==> src/ipv6f_pkg.sv <==
// ----------------------------------------------------------------------------
// ipv6f_pkg
// Shared types, character codes and helpers for the IPv6 address text
// formatter.
// ----------------------------------------------------------------------------
package ipv6f_pkg;

  localparam int NPIECE    = 8;
  localparam int PIECE_W   = 16;
  localparam int CHAR_W    = 7;
  localparam int SEG_CHARS = 5;

  // ascii codes written by the formatter
  localparam logic [CHAR_W-1:0] CH_LBRACK = 7'h5B;
  localparam logic [CHAR_W-1:0] CH_RBRACK = 7'h5D;
  localparam logic [CHAR_W-1:0] CH_COLON  = 7'h3A;
  localparam logic [CHAR_W-1:0] CH_ZERO   = 7'h30;
  localparam logic [CHAR_W-1:0] CH_LOWER_A = 7'h61;

  // text of one piece: up to four hex digits and a colon, first char at index 0
  typedef struct packed {
    logic [SEG_CHARS-1:0][CHAR_W-1:0] chars;
    logic [2:0]                       len;
  } seg_t;

  typedef seg_t [NPIECE-1:0] frame_t;

  // result of the zero run search
  typedef struct packed {
    logic              have;
    logic [2:0]        start;
    logic [NPIECE-1:0] skip;
  } zrun_t;

  // lowercase hex digit
  function automatic logic [CHAR_W-1:0] hex_char(input logic [3:0] nib);
    if (nib < 4'd10) begin
      hex_char = CH_ZERO + {3'b000, nib};
    end else begin
      hex_char = CH_LOWER_A + {3'b000, nib - 4'd10};
    end
  endfunction

endpackage

==> src/ipv6f_runfind.sv <==
// ----------------------------------------------------------------------------
// ipv6f_runfind
// Finds the first longest run of two or more zero pieces and marks the
// pieces that the double colon swallows.
// ----------------------------------------------------------------------------
module ipv6f_runfind (
  input  logic [ipv6f_pkg::NPIECE-1:0] zero,
  output ipv6f_pkg::zrun_t             zrun
);
  import ipv6f_pkg::*;

  logic [3:0] run_len;
  logic [3:0] best_len;
  logic [2:0] run_start;
  logic [2:0] best_start;
  logic [3:0] run_end;

  // scan left to right, keeping the earliest run on a tie
  always_comb begin
    run_len    = 4'd0;
    best_len   = 4'd0;
    run_start  = 3'd0;
    best_start = 3'd0;
    for (int i = 0; i < NPIECE; i++) begin
      if (zero[i]) begin
        if (run_len == 4'd0) begin
          run_start = 3'(i);
        end
        run_len = run_len + 4'd1;
        if (run_len >= 4'd2 && run_len > best_len) begin
          best_len   = run_len;
          best_start = run_start;
        end
      end else begin
        run_len = 4'd0;
      end
    end
  end

  assign run_end = {1'b0, best_start} + best_len;

  // pieces after the first one of the run are dropped
  always_comb begin
    zrun.have  = (best_len >= 4'd2);
    zrun.start = best_start;
    for (int i = 0; i < NPIECE; i++) begin
      zrun.skip[i] = zrun.have && (4'(i) > {1'b0, best_start}) && (4'(i) < run_end);
    end
  end

endmodule

==> src/ipv6f_lane.sv <==
// ----------------------------------------------------------------------------
// ipv6f_lane
// Builds the text of one piece: hex without leading zeros and a trailing
// colon, or the double colon part, or nothing inside a compressed run.
// ----------------------------------------------------------------------------
module ipv6f_lane (
  input  logic [ipv6f_pkg::PIECE_W-1:0] piece,
  input  logic                          is_first,
  input  logic                          is_last,
  input  logic                          comp_here,
  input  logic                          skip,
  output ipv6f_pkg::seg_t               seg
);
  import ipv6f_pkg::*;

  logic [2:0] digits;
  logic [1:0] nib_sel;
  logic [3:0] nib;

  // number of significant hex digits, at least one
  always_comb begin
    if (piece[15:12] != 4'd0) begin
      digits = 3'd4;
    end else if (piece[11:8] != 4'd0) begin
      digits = 3'd3;
    end else if (piece[7:4] != 4'd0) begin
      digits = 3'd2;
    end else begin
      digits = 3'd1;
    end
  end

  // assemble the characters of this piece
  always_comb begin
    seg.chars = '0;
    seg.len   = 3'd0;
    nib_sel   = 2'd0;
    nib       = 4'd0;
    if (skip) begin
      seg.len = 3'd0;
    end else if (comp_here) begin
      seg.chars[0] = CH_COLON;
      seg.chars[1] = CH_COLON;
      seg.len      = is_first ? 3'd2 : 3'd1;
    end else begin
      for (int k = 0; k < SEG_CHARS; k++) begin
        if (3'(k) < digits) begin
          nib_sel = 2'(digits - 3'(k) - 3'd1);
          nib     = piece[nib_sel*4 +: 4];
          seg.chars[k] = hex_char(nib);
        end else if (3'(k) == digits) begin
          seg.chars[k] = CH_COLON;
        end
      end
      seg.len = digits + {2'b00, !is_last};
    end
  end

endmodule

==> src/ipv6f_serial.sv <==
// ----------------------------------------------------------------------------
// ipv6f_serial
// Merging stage: holds one waiting and one active address text and sends the
// brackets and piece texts out one character per transaction.
// ----------------------------------------------------------------------------
module ipv6f_serial (
  input  logic                         clk,
  input  logic                         rst,
  input  logic                         in_valid,
  output logic                         in_ready,
  input  ipv6f_pkg::frame_t            frame_in,
  output logic                         out_valid,
  input  logic                         out_ready,
  output logic [ipv6f_pkg::CHAR_W-1:0] out_char,
  output logic                         out_last
);
  import ipv6f_pkg::*;

  localparam logic [3:0] SEG_OPEN  = 4'd0;
  localparam logic [3:0] SEG_CLOSE = 4'd9;

  logic       pend_valid;
  frame_t     pend;
  logic       act_valid;
  frame_t     act;
  logic [3:0] seg;
  logic [2:0] ci;

  logic [2:0]        piece_idx;
  seg_t              cur_seg;
  logic [CHAR_W-1:0] cur_char;
  logic [2:0]        cur_len;
  logic              out_free;
  logic              emit;
  logic              seg_done;
  logic              finish;
  logic              act_load;

  assign in_ready = !pend_valid;

  // current character of the active address
  always_comb begin
    piece_idx = 3'(seg - 4'd1);
    cur_seg   = act[piece_idx];
    if (seg == SEG_OPEN) begin
      cur_char = CH_LBRACK;
      cur_len  = 3'd1;
    end else if (seg == SEG_CLOSE) begin
      cur_char = CH_RBRACK;
      cur_len  = 3'd1;
    end else begin
      cur_char = cur_seg.chars[ci];
      cur_len  = cur_seg.len;
    end
  end

  // sequencing
  assign out_free = !out_valid || out_ready;
  assign emit     = act_valid && out_free && (cur_len != 3'd0);
  assign seg_done = (act_valid && cur_len == 3'd0) || (emit && ci == cur_len - 3'd1);
  assign finish   = seg_done && (seg == SEG_CLOSE);
  assign act_load = pend_valid && (!act_valid || finish);

  // control state
  always_ff @(posedge clk) begin
    if (rst) begin
      pend_valid <= 1'b0;
      act_valid  <= 1'b0;
      out_valid  <= 1'b0;
      seg        <= SEG_OPEN;
      ci         <= 3'd0;
    end else begin
      if (in_valid && in_ready) begin
        pend_valid <= 1'b1;
      end else if (act_load) begin
        pend_valid <= 1'b0;
      end

      if (act_load) begin
        act_valid <= 1'b1;
        seg       <= SEG_OPEN;
        ci        <= 3'd0;
      end else if (finish) begin
        act_valid <= 1'b0;
      end else if (seg_done) begin
        seg <= seg + 4'd1;
        ci  <= 3'd0;
      end else if (emit) begin
        ci <= ci + 3'd1;
      end

      if (emit) begin
        out_valid <= 1'b1;
      end else if (out_ready) begin
        out_valid <= 1'b0;
      end
    end
  end

  // payload
  always_ff @(posedge clk) begin
    if (in_valid && in_ready) begin
      pend <= frame_in;
    end
    if (act_load) begin
      act <= pend;
    end
    if (emit) begin
      out_char <= cur_char;
      out_last <= (seg == SEG_CLOSE);
    end
  end

`ifndef ASSERT_OFF
  a_ci_range: assert property (@(posedge clk) disable iff (rst)
    act_valid |-> (ci < 3'd5))
    else $error("char index out of range");

  a_seg_range: assert property (@(posedge clk) disable iff (rst)
    act_valid |-> (seg <= SEG_CLOSE))
    else $error("segment index out of range");

  a_pend_pickup: assert property (@(posedge clk) disable iff (rst)
    (pend_valid && !act_valid) |=> act_valid)
    else $error("waiting address not taken up");

  a_last_bracket: assert property (@(posedge clk) disable iff (rst)
    (out_valid && out_last) |-> (out_char == CH_RBRACK))
    else $error("last flag on a character other than closing bracket");
`endif

endmodule

==> src/ipv6_address_text_formatter_core.sv <==
// ----------------------------------------------------------------------------
// ipv6_address_text_formatter_core
// Formats an IPv6 address as bracketed text with zero compression, one ASCII
// character per output transaction.
// ----------------------------------------------------------------------------
// An address is taken in one transaction and written out as "[...]" text, one
// character per cycle while m_tready allows, 4 to 41 characters, tlast on the
// closing bracket. Eight lanes build the text of each piece in parallel while a
// zero run search picks the first longest run of two or more zero pieces for
// the double colon. Zero pieces swallowed inside the compressed run still take
// a sequencer step with no character; the output character rate sets the
// throughput. An address passes the waiting, active and output registers before
// its first character. One address waits while another is being sent, so a new
// address is taken while earlier text is still going out.
module ipv6_address_text_formatter_core (
  input  logic         clk,
  input  logic         rst,
  // s_tdata: piece_0 [15:0], piece_1 [31:16], ... piece_7 [127:112]
  input  logic         s_tvalid,
  output logic         s_tready,
  input  logic [127:0] s_tdata,
  // m_tdata: char_code [6:0], zero [7]
  output logic         m_tvalid,
  input  logic         m_tready,
  output logic [7:0]   m_tdata,
  output logic         m_tlast
);
  import ipv6f_pkg::*;

  logic [NPIECE-1:0] zero;
  zrun_t             zrun;
  frame_t            frame;
  logic [CHAR_W-1:0] char_code;

  // zero flags per piece
  always_comb begin
    for (int i = 0; i < NPIECE; i++) begin
      zero[i] = (s_tdata[i*PIECE_W +: PIECE_W] == '0);
    end
  end

  ipv6f_runfind u_runfind (
    .zero (zero),
    .zrun (zrun)
  );

  // one lane per piece
  for (genvar g = 0; g < NPIECE; g++) begin : g_lane
    ipv6f_lane u_lane (
      .piece     (s_tdata[g*PIECE_W +: PIECE_W]),
      .is_first  (g == 0),
      .is_last   (g == NPIECE - 1),
      .comp_here (zrun.have && (zrun.start == 3'(g))),
      .skip      (zrun.skip[g]),
      .seg       (frame[g])
    );
  end

  ipv6f_serial u_serial (
    .clk       (clk),
    .rst       (rst),
    .in_valid  (s_tvalid),
    .in_ready  (s_tready),
    .frame_in  (frame),
    .out_valid (m_tvalid),
    .out_ready (m_tready),
    .out_char  (char_code),
    .out_last  (m_tlast)
  );

  assign m_tdata = {1'b0, char_code};

endmodule

==> config.mk <==
export PLATFORM = sky130hd
export DESIGN_NAME = ipv6_address_text_formatter_core
export DESIGN_NICKNAME = d
export VERILOG_FILES = /design/src/ipv6f_pkg.sv /design/src/ipv6f_runfind.sv /design/src/ipv6f_lane.sv /design/src/ipv6f_serial.sv /design/src/ipv6_address_text_formatter_core.sv
export SDC_FILE = /design/constraint.sdc
export NUM_CORES = 1
export LEC_CHECK = 0
export ABC_AREA = 1
export BUFFER_PORTS_ARGS = -buffer_cell sky130_fd_sc_hd__buf_4
export CAP_MARGIN = 15
export CORE_MARGIN = 1.5
export CORE_UTILIZATION = 40
export CTS_BUF_LIST = sky130_fd_sc_hd__clkbuf_4
export CTS_CLUSTER_SIZE = 8
export DETAILED_ROUTE_END_ITERATION = 8
export GPL_TIMING_DRIVEN = 0
export MAX_ROUTING_LAYER = met4
export PLACE_DENSITY_LB_ADDON = 0.3
export REMOVE_ABC_BUFFERS = 1
export SLEW_MARGIN = 40
export SYNTH_ARGS = -nofsm -noshare
export SYNTH_HDL_FRONTEND = slang
export SYNTH_SLANG_ARGS = --single-unit
==> constraint.sdc <==
create_clock -name clk -period 23.6 [get_ports clk]
set_clock_uncertainty 0.2 [all_clocks]
set_input_delay 1.18 -clock clk [delete_from_list [all_inputs] [get_ports clk]]
set_output_delay 1.18 -clock clk [all_outputs]
set_load 0.005 [all_outputs]
==> results.ini, run 1 <==
[run_status]
status = completed

[placed_design]
dp_hpwl_mm = 65.0
io_buffers = 141
place_congestion = 0.900

[critical_path]
crit_arrival_ns = 12.55
slowest_delay_ns = 0.55
critPathLaunchType = input pin
crit_slowest_cell = nand3_1
crit_fanout = 21
worstPathRequired_ns = 24.14
crit_path_frequent_cell = nand2_1
path_class = input pin to flop
end_kind = flop

[detailed_routing]
drt-initial-drc-count = 2183
drc_errors = 0
vias = 24800
vias_per_cell = 5.09
wl_per_cell_um = 17.5
detail-route-antenna-nets = 0
routed_wl_mm = 85.4
first_pass_iters = 6

[clock_network]
htree_levels = 4
hold_buffers = 0
cts.sinks = 618
cts_max_path_buffers = 3
clk_pin_slew_ns = 0.06
worstSkewPairLatency_ns = 0.97
cts_made_buffers = 153
cts_tree = yes
cts-root-buf = clkbuf_4
cts.repair.resized = 0
cts_setup_buffers = 0

[synthesis]
synthCells = 3431
synth-edff-count = 608
synth_top_area_share_pct = 55.5
syn_area_per_cell_um2 = 9.59
synth_cell_types = 70
ys.flop_type = edfxtp_1
synth.most_common_cell = edfxtp_1
synth_seq_cells = 618
yosysTopAreaCell = edfxtp_1
synthTopCellsByArea = edfxtp_1 55%, nand2_1 6.2%, o21ai_0 5.8%, inv_1 5.6%, nor2_1 5.1%
yosys-top-cells-count = 608 x edfxtp_1, 548 x nand2_1, 487 x inv_1, 444 x nor2_1, 381 x o21ai_0
ys_seq_area_share_pct = 56.1
netlist_area_um2 = 32900
synth-warning-count = 0
async_flop_share_pct = 0

[global_routing]
antenna_found_initial = 2
overflow = 0
grt_pass1_vias = 23300
grt_max_degree = 78
grt_use_total_pct = 20.7
grt_pass1_wl_mm = 131

[power_and_ir_drop]
vdd_drop_max_uv = 32.2
powerDensity_nw_per_um2 = 69.5
p_leak_nw = 15.4

[floorplan]
rows = 105
die_w_um = 290
start_util_pct = 40.3
num_io_pins = 143
die_h_um = 290
fp.dieArea_um2 = 84000
core_area_um2 = 81700

[hold_path]
holdCritPathClass = flop to flop

[timing]
min_period_ns = 12.01
whs_ns = 0.176
relSlewSlack_pct = 46.9
slew_violations = 0
rsz0062_at_grt = no
setup_viol = 0
period_share_pct = 50.9
fmax_mhz = 83.3
finalHoldViolations = 0
tightest_slew_ns = 0.788
finalSetupTns_ns = 0

[layout]
layout.nets = 3966
post_route_cells_drive_above_1_share_pct = 15.2
areaGrowthSynthToFinish_pct = 15.1

[run]
drv_cap = 0

[worst max-delay path, delay by kind of cell]
family	cells	cell delay, ns
xor gates and xnor gates	1	0.48
AOI/OAI and AO/OA	11	1.72
buffers and inverters	12	1.26
adders and majority gates	9	2.29
and+or+nand+nor	32	5.60
[layout make-up]
type | count | area (um2)
well taps | 1070 | 1340
flip-flops and latches | 618 | 18500
repair buffers | 190 | 2050
clock inverters | 43 | 224
diodes | 5 | 12.5
inverters | 513 | 1940
clock buffers | 212 | 1590
fillers | 7716 | 43800
multi-input cells | 2228 | 12300
[final timing paths]
path / from / endpoint / slack, ns / cells past startpoint
max: s_tdata[27] / u_serial.pend[208] / 11.59 / 65
min: u_serial.pend[211] / u_serial.act[211] / 0.18 / 0
max reg2reg: u_serial.seg[0] / u_serial.act[280] / 16.08 / 25
min reg2reg: u_serial.pend[211] / u_serial.act[211] / 0.18 / 0
[kinds of logic (layout without fill, tap and decap cells)]
logic type,after synthesis,after routing,synth area share [%]
buffers and inverters,610,958,7.19
DFF,618,618,56.1
xor gates and xnor gates,72,72,1.98
AOI/OAI and AO/OA,712,712,12.8
muxes,4,4,0.125
other,2,32,0.0228
and+or+nand+nor,1283,1283,16.9
adders and majority gates,130,130,4.96
[state kept, by name, summed over array words and instances, names as in the netlist]
register and cells:
u_serial.seg 4, u_serial.ci 3, u_serial.act_valid 1, u_serial.pend 300, u_serial.act 300, u_serial.pend_valid 1, u_serial.out_char 7, u_serial.out_valid 1
u_serial.out_last 1
[report_power, final]
part           internal [mW]  switching, mW  total (mW)
sequential              1.31         0.0268        1.34
clock                  0.434          0.410       0.844
combinational          0.158          0.294       0.453
[stage by stage]
stage	area, um2	cells	power (mW)	util, %	setup WS [ns]
2_1_floorplan	32600	3359	1.65	-	-1.55
3_3_place_gp	35000	4570	1.82	42.8	-17.19
3_5_place_dp	36000	4619	1.81	44.1	10.67
4_1_cts	37900	4874	2.66	46.3	11.67
5_1_grt	37900	4878	2.76	46.4	10.67
6_report	37900	4879	2.63	46.4	11.59
[layout by cell type (no fill, tap or decap), types with 6 or more instances in the layout]
| master | count |
|---|---|
| a21oi_1 | 118 |
| a221o_1 | 6 |
| a22oi_1 | 10 |
| a31oi_1 | 22 |
| buf_16 | 22 |
| buf_4 | 145 |
| buf_8 | 15 |
| clkbuf_4 | 212 |
| clkinv_1 | 38 |
| clkinv_2 | 6 |
| conb_1 | 27 |
| dfxtp_1 | 9 |
| edfxtp_1 | 608 |
| ha_1 | 128 |
| inv_1 | 484 |
| inv_2 | 21 |
| nand2_1 | 547 |
| nand2_2 | 30 |
| nand2_4 | 9 |
| nand3_1 | 134 |
| nand3_2 | 9 |
| nand4_1 | 16 |
| nor2_1 | 442 |
| nor2_2 | 31 |
| nor2_4 | 9 |
| nor3_1 | 13 |
| nor4_1 | 12 |
| o211ai_1 | 17 |
| o21a_1 | 8 |
| o21ai_0 | 380 |
| o21ai_2 | 8 |
| o21bai_1 | 8 |
| o221ai_1 | 66 |
| o22ai_1 | 24 |
| o311ai_0 | 9 |
| or2_2 | 14 |
| xnor2_1 | 27 |
| xor2_1 | 41 |
[layer usage]
metal / up-vias / routed length (um) / track usage, %
li1: 12400 / - / -
met1: 11600 / 37900 / 27.3
met2: 780 / 39700 / 32.3
met3: 128 / 5460 / 3.75
met4: 0 / 2250 / 7.20
met5: - / 0 / -
Power figures use the tool's default switching activity.
==> run 2, diff against run 1 <==
Clock period 23.6 ns to 10.6 ns, I/O delays scaled along.
==> results.ini, run 2 (synthesis gave the netlist of run 1 again) <==
[power_and_ir_drop]
p_leak_nw = 15.9
powerDensity_nw_per_um2 = 151
vdd_drop_max_uv = 73.0
finalPower_mw = 5.90

[placed_design]
placed_area_um2 = 36000
dp_hpwl_mm = 65.0
place_congestion = 0.900
io_buffers = 141
dp.cells = 4619

[critical_path]
crit_slowest_cell = ha_1
worstPathRequired_ns = 11.08
path_class = input pin to flop
critPathLaunchType = input pin
worst_r2r_path_depth = 25
crit_path_frequent_cell = nand2_1
slowest_delay_ns = 0.37
crit_arrival_ns = 10.22
reg2reg_setup_slack_ns = 3.12
crit_fanout = 21
end_kind = flop

[floorplan]
fp.dieArea_um2 = 84000
start_util_pct = 40.3
core_area_um2 = 81700
rows = 105
num_io_pins = 143
die_w_um = 290
die_h_um = 290

[timing]
tightest_slew_ns = 0.779
setup_viol = 0
finalHoldViolations = 0
min_period_ns = 9.74
whs_ns = 0.0974
fmax_mhz = 103
relSlewSlack_pct = 47.5
period_share_pct = 91.9
slew_violations = 0

[layout]
largestRegisters = u_serial.act (300), u_serial.pend (300), u_serial.out_char (7)
final_cells = 4989
layout_common_cells = 608 x edfxtp_1, 535 x nand2_1, 483 x inv_1, 438 x nor2_1, 379 x o21ai_0
multi_input_area_um2 = 12500
register_area_um2 = 18500
final_common_cell = edfxtp_1
final_area_um2 = 39200
layout.nets = 4073
fill_cells = 7626
utilization_pct = 47.9
post_route_cells_drive_above_1_share_pct = 15.7
areaGrowthSynthToFinish_pct = 18.9

[detailed_routing]
vias = 25400
detail-route-antenna-nets = 0
wl_per_cell_um = 17.4
vias_per_cell = 5.10
routed_wl_mm = 87.0
drc_errors = 0
drt-initial-drc-count = 2188
first_pass_iters = 6

[global_routing]
overflow = 0
grtUsageMet2_pct = 32.9
grt_use_total_pct = 21.0
grt_busiest_layer = met2
grt_use_met1_pct = 27.5
grt_pass1_vias = 24000
grtUsageMet3_pct = 3.88
grt_pass1_wl_mm = 133
antenna_found_initial = 2
grt_max_degree = 78

[clock_network]
cts_tree = yes
clk_pin_slew_ns = 0.06
cts_max_path_buffers = 3
htree_levels = 4
cts_made_buffers = 153
cts-root-buf = clkbuf_4
worstSkewPairLatency_ns = 0.99
cts.sinks = 618

[run]
drv_cap = 0

[run_status]
status = completed

[hold_path]
holdPathStages = 6
holdCritPathClass = input pin to flop

## run 2: timing repair
item,CTS,global route
hold endpoints to repair,119,12
pin swaps,0,7
hold buffers,90,4
setup endpoints to repair,66,243
gates resized for setup,9,37
setup buffers,0,11
cloned,0,2
## run 2: area by class of cell
class,instances,area share [%]
inverter,513,4.97
tap,1070,3.42
timing repair buffer,295,7.86
multi-input combinational,2230,31.9
sequential,618,47.2
antenna,8,0.0511
clock buffer,212,4.06
clock inverter,43,0.572
## run 2: path summary, 6_finish.rpt
kind                            from                 end
setup / recovery         s_tdata[13]  u_serial.pend[208]
hold / removal           s_tdata[89]  u_serial.pend[201]
setup reg to reg     u_serial.seg[0]   u_serial.act[280]
hold reg to reg   u_serial.pend[211]   u_serial.act[211]
## run 2: layer usage
metal | up-vias | wire length (um)
li1 | 12600 | -
met1 | 11900 | 38700
met2 | 803 | 40500
met3 | 132 | 5270
met4 | 0 | 2480
met5 | - | 0
## run 2: worst max-delay path, delay by kind of cell
family          cells  cell delay (ns)
buf+inv            12             1.23
simple gates       37             4.69
fa+ha+maj           8             2.22
compound gates      9             1.50
## run 2: power breakdown
part | internal, mW | switching [mW] | total [mW]
Combinational | 0.373 | 0.661 | 1.03
Clock | 0.967 | 0.921 | 1.89
Sequential | 2.92 | 0.0592 | 2.97
Total | 4.25 | 1.64 | 5.90
## run 2: through the flow
step / worst slack [ns] / setup TNS [ns]
finish: 0.863 / 0
global placement: -30.19 / -
global route: -0.0306 / -0.157
floorplan: -14.55 / -5383.35
detailed placement: -1.68 / -227.69
CTS: 0.0180 / 0
